### config.mk
export PLATFORM = sky130hd
export DESIGN_NAME = cam_div_cell
export DESIGN_NICKNAME = d
export VERILOG_FILES = /design/src/hdl/cam_pkg.sv /design/src/hdl/cam_div_cell.sv
export SDC_FILE = /design/constraint.sdc
export NUM_CORES = 1
export LEC_CHECK = 0
export BUFFER_PORTS_ARGS = -buffer_cell sky130_fd_sc_hd__buf_2
export CAP_MARGIN = 5
export CELL_PAD_IN_SITES_DETAIL_PLACEMENT = 1
export CELL_PAD_IN_SITES_GLOBAL_PLACEMENT = 2
export CORE_AREA = 2 2 260 262
export CTS_CLUSTER_SIZE = 28
export DETAILED_ROUTE_END_ITERATION = 7
export DIE_AREA = 0 0 262 264
export GPL_TIMING_DRIVEN = 0
export PLACE_DENSITY = 0.73
export SLEW_MARGIN = 5
export SYNTH_ARGS = -nofsm -noshare
export SYNTH_HDL_FRONTEND = slang
export SYNTH_SLANG_ARGS = --single-unit
export TNS_END_PERCENT = 30
### constraint.sdc
create_clock -name aclk -period 17.9 [get_ports aclk]
set_clock_uncertainty 0.2 [all_clocks]
set_input_delay 0.895 -clock aclk [delete_from_list [all_inputs] [get_ports aclk]]
set_output_delay 0.895 -clock aclk [all_outputs]
set_load 0.02 [all_outputs]
### src/hdl/cam_pkg.sv
`timescale 1ns / 1ps
// ----------------------------------------------------------------------------
// cam_pkg
// Types and constants shared by the circle / box contact pipeline.
// ----------------------------------------------------------------------------
package cam_pkg;

    localparam int IN_W       = 288;
    localparam int OUT_W      = 72;
    localparam int SQRT_STEPS = 32;
    localparam int DIV_STEPS  = 17;
    localparam logic signed [17:0] NORM_ONE = 18'sh10000;

    typedef struct packed {
        logic        in_box;
        logic        miss;
        logic        dx_neg;
        logic        dy_neg;
        logic        dx_nz;
        logic        dy_nz;
        logic [31:0] r2;
        logic [31:0] ax;
        logic [31:0] ay;
        logic [33:0] din;
    } side_t;

    typedef struct packed {
        logic        valid;
        logic [63:0] rad;
        logic [34:0] rem;
        logic [31:0] root;
        side_t       side;
    } sq_t;

    typedef struct packed {
        logic        valid;
        logic [49:0] rem_x;
        logic [49:0] rem_y;
        logic [16:0] q_x;
        logic [16:0] q_y;
        logic [31:0] d;
        logic [33:0] cdist;
        side_t       side;
    } dv_t;

endpackage

### src/hdl/cam_div_cell.sv
`timescale 1ns / 1ps
// ----------------------------------------------------------------------------
// cam_div_cell
// One quotient bit of the restoring division for both normal components.
// ----------------------------------------------------------------------------
module cam_div_cell #(
    parameter int SHIFT = 0
) (
    input  logic         aclk,
    input  logic         aresetn,
    input  logic         en,
    input  cam_pkg::dv_t in_dv,
    output cam_pkg::dv_t out_dv
);
    import cam_pkg::*;

    dv_t         dv_reg, dv_next;
    logic [49:0] trial;
    logic        gex, gey;

    always_comb begin
        trial   = {18'd0, in_dv.d} << SHIFT;
        gex     = (in_dv.rem_x >= trial);
        gey     = (in_dv.rem_y >= trial);
        dv_next = in_dv;
        dv_next.rem_x = gex ? (in_dv.rem_x - trial) : in_dv.rem_x;
        dv_next.rem_y = gey ? (in_dv.rem_y - trial) : in_dv.rem_y;
        dv_next.q_x   = {in_dv.q_x[15:0], gex};
        dv_next.q_y   = {in_dv.q_y[15:0], gey};
    end

    always_ff @(posedge aclk) begin
        if (!aresetn) begin
            dv_reg.valid <= 1'b0;
        end else if (en) begin
            dv_reg <= dv_next;
        end
    end

    assign out_dv = dv_reg;

endmodule

# Word-level counts from Yosys, hierarchy flattened
# Cells that the tools add are included.
[classes] add_sub_neg=2 multipliers=0 div=0 order_cmp=2 eq_ne=0 shifts=0 n_mux=2 n_bitwise=0 n_reduce_logical=1
[op_table] op=">= comparator 50 x 32 -> 1 bit" n=2
[op_table] op="two-way mux 50 bit" n=2
[op_table] op="subtractor 50 x 32 -> 50 bit" n=2
[op_table] op="AND reduction 2 bit" n=1
[word_totals] register_bits=337 latchBits=0 ramBits=0 rom_bits=0 inputBits=340 out_inout_bits=337 elab_cells=24 mem_count=0

# Logic depth before layout (Yosys ltp)
[logic_depth] ltp_word=2 ltp_mapped=15 depth_no_buf=13

# Worst setup path after synthesis
# Ideal clock, no wire load.
[synth_path] path_type="input -> register" start="in en" end="reg dv_reg (netlist bit out_dv[0]), enable pin" setup_time_ps=739 t_arrival_ps=8464 required_time_ps=16961 setup_slack_ps=8497 stages=1 n_path_buf=0 path_cell_list="and2_1"
[synth_between] elab_chain_cells=1
[synth_rtl] element="from (decl)" line_no="cam_div_cell.sv:11" rtl="input logic en,"
[synth_rtl] element="AND reduction 2 bit (no source line)"
[synth_rtl] element="to (signal assigned)" line_no="cam_div_cell.sv:36" rtl="dv_reg <= dv_next;"
[synth_rtl] element="to (decl)" line_no="cam_div_cell.sv:17" rtl="dv_t dv_reg, dv_next;"
# No other way between the ends.
# A chain may end at the register's enable or synchronous reset.

==> out/results.txt <==
CP cell instances = buf_2, inv_1, ha_1, clkbuf_1, inv_1, nor4_1, nand4_1, nand4b_1, nor2_1, buf_4, buf_4, buf_2, nand2_1, o21ai_0
Final period util = 23.4%
Fin area = 0.0217 mm2
Layout cell share with drive strength beyond 1 = 40.8%
Cell family with most CP delay = buffers and inverters
Post-Syn Area per Cell = 13.2 um2
Lkg Pwr = 8.93 nW
Top_reg_cell synth = edfxtp_1
Area Overhead vs Synth = 38.6%
Port Buffers = 674
Drt total wl = 72900 um
WP buf/inv = 7
Detail Placement HPWL = 60200 um
FF-to-FF setup slack = 17110 ps
Die Span X = 262 um
Setup TNS = 0 ps
Clock-pin slew on the worst setup and hold paths = 60 ps
HP Class = in -> reg
PnR worst setup slack = 13710 ps
Worst Hold Margin = 289 ps
Worst Setup End Kind = flip-flop
Top-Level Pins = 677
Combinational Power Share = 18.4%
Total gr overflow = 0
Yosys warnings = 0
Chip Height = 264 um
CP startpoint = in_dv[196]
RSZ-0062 raised after global routing = no
Post-synthesis sequential area ratio = 64.4%
Tmin final = 4190 ps
Clk buf depth = 3
Post-CTS setup buffers = 0
H-tree depth = 2
Setup slack at placement = 13170 ps
WP data arrival = 4220 ps
Largest net degree at the start of global routing = 63
Max_cap viols = 0
WP data required = 17930 ps
Vias = 13.2k
Post-synth ARST share = 0%
Nets@finish = 2323
Sequential Power Share = 42.7%
DR iter-0 viols = 946
Cell Area, Synth = 0.0157 mm2
Max transition margin = 36.4%
Pwr/cell area = 103 mW/mm2
Starting density of the core = 23.6%
EDFF count, synth = 336
Placement Cell Area = 0.0203 mm2
Yosys reg bits = 337
Status = finished clean
Maximum vdd drop = 0.0000553 V
Pint = 1.59 mW
CTS-repair resized insts = 0
Worst skew pair latency = 560 ps
Kind of critical path = in -> reg
Final ANT Viol Nets = 0
Syn Inst Count = 1192
Final hold vios = 0
Clk root buf = clkbuf_16
DRC = 0
Max Slew Vio Count = 0
Fmax = 0.239 GHz
CTS Hold Buffers Added = 0
Final setup viols = 0
DRT Pass-1 Iters = 5
Die ar. = 0.0692 mm2
Vias in the first global route = 13.6k
Slowest-stage cell, CP = nor4_1
Row cnt = 95
Initial antenna violation count = 31
Crit Path Max Fanout = 10
Number of CTS-inserted buffers = 43
Clk pwr share = 38.9%
Sw power = 0.656 mW
Reg2Reg Launch Point = out_dv[336]
Vias/cell = 4.65
DR WL/cell = 25.7 um
Count of cell types in the netlist = 78
Max FFs per register = 337
CTS tree = yes
Num Clock Sinks = 337
Layout Cells excl Fill = 2835
Sw Ratio = 29.2%
Critical path's largest stage delay = 720 ps
Measured slew at the worst slew-check pin = 945 ps
CP startpoint kind = input pin
Beginning of the worst hold path = in_dv[6]
Syn Nets = 1598
Global Route Usage Sum = 20.3%
Core ar. = 0.0666 mm2
Placed Cells = 2745
Post-Route Utilization = 32.7%
First-pass GRT wire length = 101000 um
Routability cong. = 0.904
Tot Pwr = 2.24 mW
Yosys cell counts (all sizes together) (9+ instances only):
cell / count / area (um2)
o21bai: 9 / 67.6
inv: 54 / 203
nand4: 25 / 171
nor2: 47 / 176
o21ai: 92 / 464
or3: 9 / 56.3
nand2: 106 / 400
nor2b: 9 / 56.3
edfxtp: 336 / 10100
or4: 10 / 86.3
o21a: 12 / 90.1
nand2b: 13 / 88.8
xor2: 48 / 420
xnor2: 42 / 368
buf: 22 / 144
a211oi: 9 / 72.6
a21o: 21 / 158
ha: 64 / 801
clkbuf: 22 / 83.8
nand3: 20 / 100
nor3: 26 / 150
a21oi: 71 / 355
nor4: 23 / 171
routing by layer:
layer,global-route usage [%],wire (um)
met5,0,195
met4,4.15,1490
met3,7.82,7540
met2,34.9,35700
met1,23.9,28000
power by group through the flow:
stage	registers [mW]	clock network (mW)	logic (mW)
finish	0.958	0.872	0.413
global route	0.964	0.927	0.448
CTS	0.959	0.899	0.419
detailed placement	0.975	0	0.416
global placement	0.990	0	0.408
floorplan	1.06	0	0.150
layout by cell type, fill, tap and decap left out, types with 6 or more instances in the layout:
master,instances
clkinv_2,7
o21ai_1,6
nor3_1,22
o21bai_1,9
nor2b_1,9
nor4_1,20
or4_1,7
o21ai_0,85
and3_1,6
clkbuf_16,43
ha_1,64
a21oi_1,71
a21o_1,21
xnor2_1,42
xor2_1,48
inv_1,53
nor2_1,47
o211ai_1,7
clkbuf_1,30
a211o_1,8
nand4_1,24
nand3_1,20
a211oi_1,8
buf_4,11
and4_1,8
mux2_2,6
o21a_1,12
nand2_1,105
clkinv_1,7
a31oi_1,6
or3_1,9
buf_16,6
edfxtp_1,336
diode_2,10
buf_2,684
nand2b_1,12
cell families (layout without fill, tap and decap cells):
logic type,count (synthesis),after routing,synth area share (%)
DFF,337,337,64.4
AOI/OAI and AO/OA,273,273,11.0
adders and majority gates,66,66,5.36
muxes,8,8,0.558
xor gates and xnor gates,90,90,5.03
other,0,10,0
and+or+nand+nor,320,320,10.8
buffers and inverters,98,858,2.74
final timing paths:
path	end	cells after the start
setup / recovery	out_dv[257]	14
hold / removal	out_dv[6]	1
setup reg to reg	out_dv[336]	2
hold reg to reg	out_dv[336]	2
final cells by class:
| type | count | area, um2 |
|---|---|---|
| Fill cell | 7466 | 44800 |
| Multi-Input combinational cell | 757 | 5160 |
| Inverter | 54 | 203 |
| Sequential cell | 337 | 10100 |
| Tap cell | 873 | 1090 |
| Antenna cell | 10 | 25.0 |
| Clock buffer | 52 | 1110 |
| Clock inverter | 28 | 285 |
| Buffer | 44 | 228 |
| Timing Repair Buffer | 680 | 3540 |
(Power assumes the default switching activity.)
