[src/hdl/cam_pkg.sv]
`timescale 1ns / 1ps
// ----------------------------------------------------------------------------
// cam_pkg
// Types and constants shared by the circle / box contact pipeline.
// ----------------------------------------------------------------------------
package cam_pkg;

    localparam int IN_W       = 288;
    localparam int OUT_W      = 72;
    localparam int SQRT_STEPS = 32;
    localparam int DIV_STEPS  = 17;
    localparam logic signed [17:0] NORM_ONE = 18'sh10000;

    typedef struct packed {
        logic        in_box;
        logic        miss;
        logic        dx_neg;
        logic        dy_neg;
        logic        dx_nz;
        logic        dy_nz;
        logic [31:0] r2;
        logic [31:0] ax;
        logic [31:0] ay;
        logic [33:0] din;
    } side_t;

    typedef struct packed {
        logic        valid;
        logic [63:0] rad;
        logic [34:0] rem;
        logic [31:0] root;
        side_t       side;
    } sq_t;

    typedef struct packed {
        logic        valid;
        logic [49:0] rem_x;
        logic [49:0] rem_y;
        logic [16:0] q_x;
        logic [16:0] q_y;
        logic [31:0] d;
        logic [33:0] cdist;
        side_t       side;
    } dv_t;

endpackage

[src/hdl/cam_sqrt_cell.sv]
`timescale 1ns / 1ps
// ----------------------------------------------------------------------------
// cam_sqrt_cell
// One root bit of the digit-by-digit integer square root.
// ----------------------------------------------------------------------------
module cam_sqrt_cell (
    input  logic         aclk,
    input  logic         aresetn,
    input  logic         en,
    input  cam_pkg::sq_t in_sq,
    output cam_pkg::sq_t out_sq
);
    import cam_pkg::*;

    sq_t         sq_reg, sq_next;
    logic [34:0] rem_s, trial;
    logic        ge;

    always_comb begin
        rem_s   = {in_sq.rem[32:0], in_sq.rad[63:62]};
        trial   = {1'b0, in_sq.root, 2'b01};
        ge      = (rem_s >= trial);
        sq_next = in_sq;
        sq_next.rad  = {in_sq.rad[61:0], 2'b00};
        sq_next.rem  = ge ? (rem_s - trial) : rem_s;
        sq_next.root = {in_sq.root[30:0], ge};
    end

    always_ff @(posedge aclk) begin
        if (!aresetn) begin
            sq_reg.valid <= 1'b0;
        end else if (en) begin
            sq_reg <= sq_next;
        end
    end

    assign out_sq = sq_reg;

endmodule

[config.mk]
export PLATFORM = sky130hd
export DESIGN_NAME = cam_sqrt_cell
export DESIGN_NICKNAME = d
export VERILOG_FILES = /design/src/hdl/cam_pkg.sv /design/src/hdl/cam_sqrt_cell.sv
export SDC_FILE = /design/constraint.sdc
export NUM_CORES = 1
export LEC_CHECK = 0
export BUFFER_PORTS_ARGS = -buffer_cell sky130_fd_sc_hd__buf_2
export CAP_MARGIN = 20
export CORE_AREA = 2 2 210 212
export DETAILED_ROUTE_END_ITERATION = 12
export DIE_AREA = 0 0 212 214
export SKIP_LAST_GASP = 1
export SLEW_MARGIN = 20
export SYNTH_ARGS = -nofsm -noshare
export SYNTH_HDL_FRONTEND = slang
export SYNTH_SLANG_ARGS = --single-unit
[constraint.sdc]
create_clock -name aclk -period 7.36 [get_ports aclk]
set_input_delay 0.368 -clock aclk [delete_from_list [all_inputs] [get_ports aclk]]
set_output_delay 0.368 -clock aclk [all_outputs]
set_load 0.02 [all_outputs]
* Yosys cells after proc, flatten, opt, wreduce, memory -nomap -nowiden
Cells that the tools add are included.
Word-level totals: register bits 266, bits in latches 0, bits in writable memories 0, bits in read-only memories 0, input bits 271, logic and storage cells 18, memories 0
Operators by class: $add $sub $neg 1, multipliers 0, divide/modulo/power cells 0, order comparisons 1, equality and inequality tests 0, shift operators 0, mux-type cells 1, bitwise operators 0, reduce and logical (&&, ||, !) cells 1
Operators with widths (number):
- greater-or-equal comparator 35 x 34 -> 1 bit | 1
- two-way mux 35 bit | 1
- subtractor 35 x 34 -> 35 bit | 1
- AND reduction 2 bit | 1

* Longest topological paths before layout
depth in word-level cells 2, depth in mapped cells 13, gate-level depth less buffers 10

* Worst setup path before layout
Ideal clock, no wire load.
path kind input to register, start point in en, end point reg sq_reg, in the netlist out_sq[0] (enable), library setup time 0.658 ns, data arrival time 6.354 ns, data required time 6.702 ns, slack 0.347 ns, cell stages on the path 1, buffers on the path 0, cells stage by stage and2_1
On the way: longest elaborated chain between the ends 1
RTL lines:
- start, declared | RTL line cam_sqrt_cell.sv:9 | input logic en,
- AND reduction 2 bit (no line)
- end signal, assigned | RTL line cam_sqrt_cell.sv:33 | sq_reg <= sq_next;
- end, declared | RTL line cam_sqrt_cell.sv:15 | sq_t sq_reg, sq_next;
Every way passes these cells. A chain may end at the register's enable or synchronous reset.

==> run_results.csv <==
group,metric,value,unit
drt,drc_errors,0,
global_routing,met2_usage,32.7,%
pwr,intPower,3.08,mW
clock_tree,cts-hold-fix-buffers,230,
drt,totalWireLength,41.5,mm
timing,rsz0062_at_grt,"false",
final_layout,drive_above_1_share,42.0,%
placed_design,dp.cells,1749,
drt,viasPerCell,4.32,
clock_tree,clockBufferDepth,3,
clock_tree,cts_tree,"done",
placed_design,gp_congestion,0.856,
pwr,power.switching,1.12,mW
logic_synthesis,syn_inst,639,
final_layout,final_util,40.1,%
global_routing,grt_util_met1,18.6,%
timing,worst_pin_slew,1.13,ns
drt,firstDrtPassIters,5,
worst_setup_path,crit_path_start_kind,"input port",
final_layout,nFillCells,4045,
clock_tree,cts_buffers,31,
logic_synthesis,netlist_area,10500,um^2
global_routing,grt_use_met3,4.10,%
final_layout,final_nets,1732,
status,status,"complete, no violations",
timing,finalSetupTns,0,ns
logic_synthesis,synthTopCellsByArea,"edfxtp_1 76%, ha_1 4.1%, a21oi_1 2.2%, xnor2_1 1.8%, inv_1 1.7%",
final_layout,area.growth.synth_to_final,64.6,%
drt,ant_nets,0,
pwr,pwr-share-clk,39.1,%
clock_tree,post_cts_buffers,0,
floorplanning,core_area,42900,um^2
logic_synthesis,synth_edf_count,265,
global_routing,grt_pass1_vias,9197,
clock_tree,root_buffer,"clkbuf_16",
logic_synthesis,postSynthAreaPerCell,16.4,um^2
timing,setup_slack,3.41,ns
timing,setup_viol,0,
floorplanning,rows,76,
logic_synthesis,synth_cell_types,62,
clock_tree,htreeDepth,1,
flow_run,drv_cap,0,
floorplanning,die_w,212,um
logic_synthesis,yosysTopAreaCellShare,76.1,%
placed_design,io_buffer_count,534,
logic_synthesis,synth_top_area_cell,"edfxtp_1",
global_routing,grt_busiest_layer,"met2",
floorplanning,dieArea,45400,um^2
timing,fmax,253,MHz
clock_tree,cts_sinks,266,
worst_setup_path,crit_path_max_fanout,36,
logic_synthesis,yosys_warnings,0,
pwr,sw_frac_of_total,26.7,%
pwr,combinationalPowerShare,17.4,%
drt,wl_per_cell,20.4,um
timing,holdWs,0.0964,ns
logic_synthesis,synth-seq-area-share,76.3,%
floorplanning,die_y,214,um
timing,fin_skew,0,ns
worst_setup_path,endpoint_kind,"flop",
worst_setup_path,crit_arrival,4.28,ns
final_layout,stdcell_count,2037,
placed_design,dp_slack,3.33,ns
clock_tree,clkTransAtPathRegs,0.06,ns
global_routing,grt_usage,17.4,%
pwr,worst_ir_drop_vdd,0.000165,V
clock_tree,clk_latency,0.59,ns
floorplanning,ios,539,
final_layout,final_cell_mix,"534 x buf_2, 265 x edfxtp_1, 230 x dlygate4sd3_1, 46 x inv_1, 46 x a21oi_1",
final_layout,largest_register_ffs,266,
min_path,min_path_type,"in -> reg",
timing,hold_viol_final,0,
pwr,p_per_area,244,nW/um^2
pwr,power.leakage,7.25,nW
timing,relSlewSlack,24.5,%
pwr,pwr-share-seq,43.5,%
worst_setup_path,crit_type,"in -> reg",
timing,report.final.slew_viol_count,0,
timing,layout_worst_path_cycle_share,53.7,%
final_layout,final_common_cell,"buf_2",
global_routing,antenna_found_initial,3,
clock_tree,post_cts_resized,0,
timing,period_minus_slack,3.95,ns
global_routing,grt_max_degree,176,
drt,drt_iter0_markers,486,
placed_design,place_hpwl,30.2,mm
logic_synthesis,ys.flop_type,"edfxtp_1",
floorplanning,initial_core_util,24.4,%
worst_setup_path,worstPathRequired,7.69,ns
global_routing,grt_pass1_wl,58.7,mm
global_routing,gr-total-overflow,0,
logic_synthesis,synthArstFlopShare,0,%
drt,vias,8805,
logic_synthesis,ys_seq_elements,266,
## worst paths after layout
path                                  start     endpoint  slack (ns)  cells past startpoint
worst min-delay path             in_sq[267]  out_sq[267]         0.1                      3
worst max register to register  out_sq[267]  out_sq[267]        6.73                      2
worst max-delay path             in_sq[158]  out_sq[182]        3.41                     12
worst min register to register  out_sq[267]  out_sq[267]        0.57                      2
## logic make-up (layout without fill, tap and decap cells)
family / Yosys count / count (layout) / share of synthesized area, %
simple gates: 112 / 112 / 5.14
buf+inv: 59 / 869 / 2.50
other cells: 1 / 4 / 0.0359
mux: 15 / 15 / 1.60
flops: 266 / 266 / 76.3
fa+ha+maj: 34 / 34 / 4.07
compound gates: 121 / 121 / 7.73
xor+xnor: 31 / 31 / 2.60
## layer usage
layer  vias up  part of all wire (%)
met2       393                    52
met3        70                   6.9
met1      4324                    37
met5         -                 0.065
met4         4                   4.1
li1       4014                     -
## cell usage after synthesis (3+ instances only)
| library cell | number |
|---|---|
| a211oi_1 | 3 |
| a21o_1 | 8 |
| a21oi_1 | 46 |
| a21oi_2 | 4 |
| a311oi_1 | 3 |
| a31oi_1 | 3 |
| and3_1 | 5 |
| buf_2 | 4 |
| buf_4 | 5 |
| edfxtp_1 | 265 |
| ha_1 | 34 |
| inv_1 | 46 |
| mux2_1 | 4 |
| mux2_2 | 6 |
| mux2i_1 | 4 |
| nand2_1 | 20 |
| nand4_1 | 9 |
| nor2_1 | 45 |
| nor2b_1 | 5 |
| nor3_1 | 10 |
| nor4_1 | 3 |
| o211ai_1 | 5 |
| o21a_1 | 3 |
| o21ai_0 | 20 |
| o21bai_1 | 3 |
| o31a_1 | 3 |
| or3_1 | 4 |
| xnor2_1 | 21 |
| xor2_1 | 10 |
## cell type report
cell class	instances	area [um^2]	share of cell area, %
multi-input combinational	315	2230	12.9
clock inverter	25	302	1.75
timing repair buffer	767	5010	29.1
sequential	266	7980	46.4
antenna	2	5.00	0.0291
inverter	46	173	1.00
tap	585	732	4.26
clock buffer	31	776	4.51
## per-stage QoR
stage,cell area (um^2),power [mW]
final,17200,4.20
after global routing,17200,4.36
after CTS,17200,4.25
after detailed placement,13800,2.48
after global placement,13800,2.48
after floorplan,10500,2.23
## power by group through the flow
stage	clock network, mW	logic (mW)	registers (mW)
after CTS	1.69	0.734	1.83
final	1.64	0.731	1.83
after floorplan	0	0.215	2.02
after global placement	0	0.621	1.86
after detailed placement	0	0.626	1.86
after global routing	1.74	0.781	1.84
## critical path, cell delays in order
cell           delay (ns)
dlygate4sd3_1        0.54
buf_2                0.12
inv_1                0.04
ha_1                 0.44
nand4_1              0.18
nand2b_1             0.24
or3_1                0.34
a211oi_2             0.39
o31ai_2              0.16
o21ai_4              0.56
buf_4                0.49
mux2_2               0.38
Note: power is estimated with default switching activity, not from simulation.
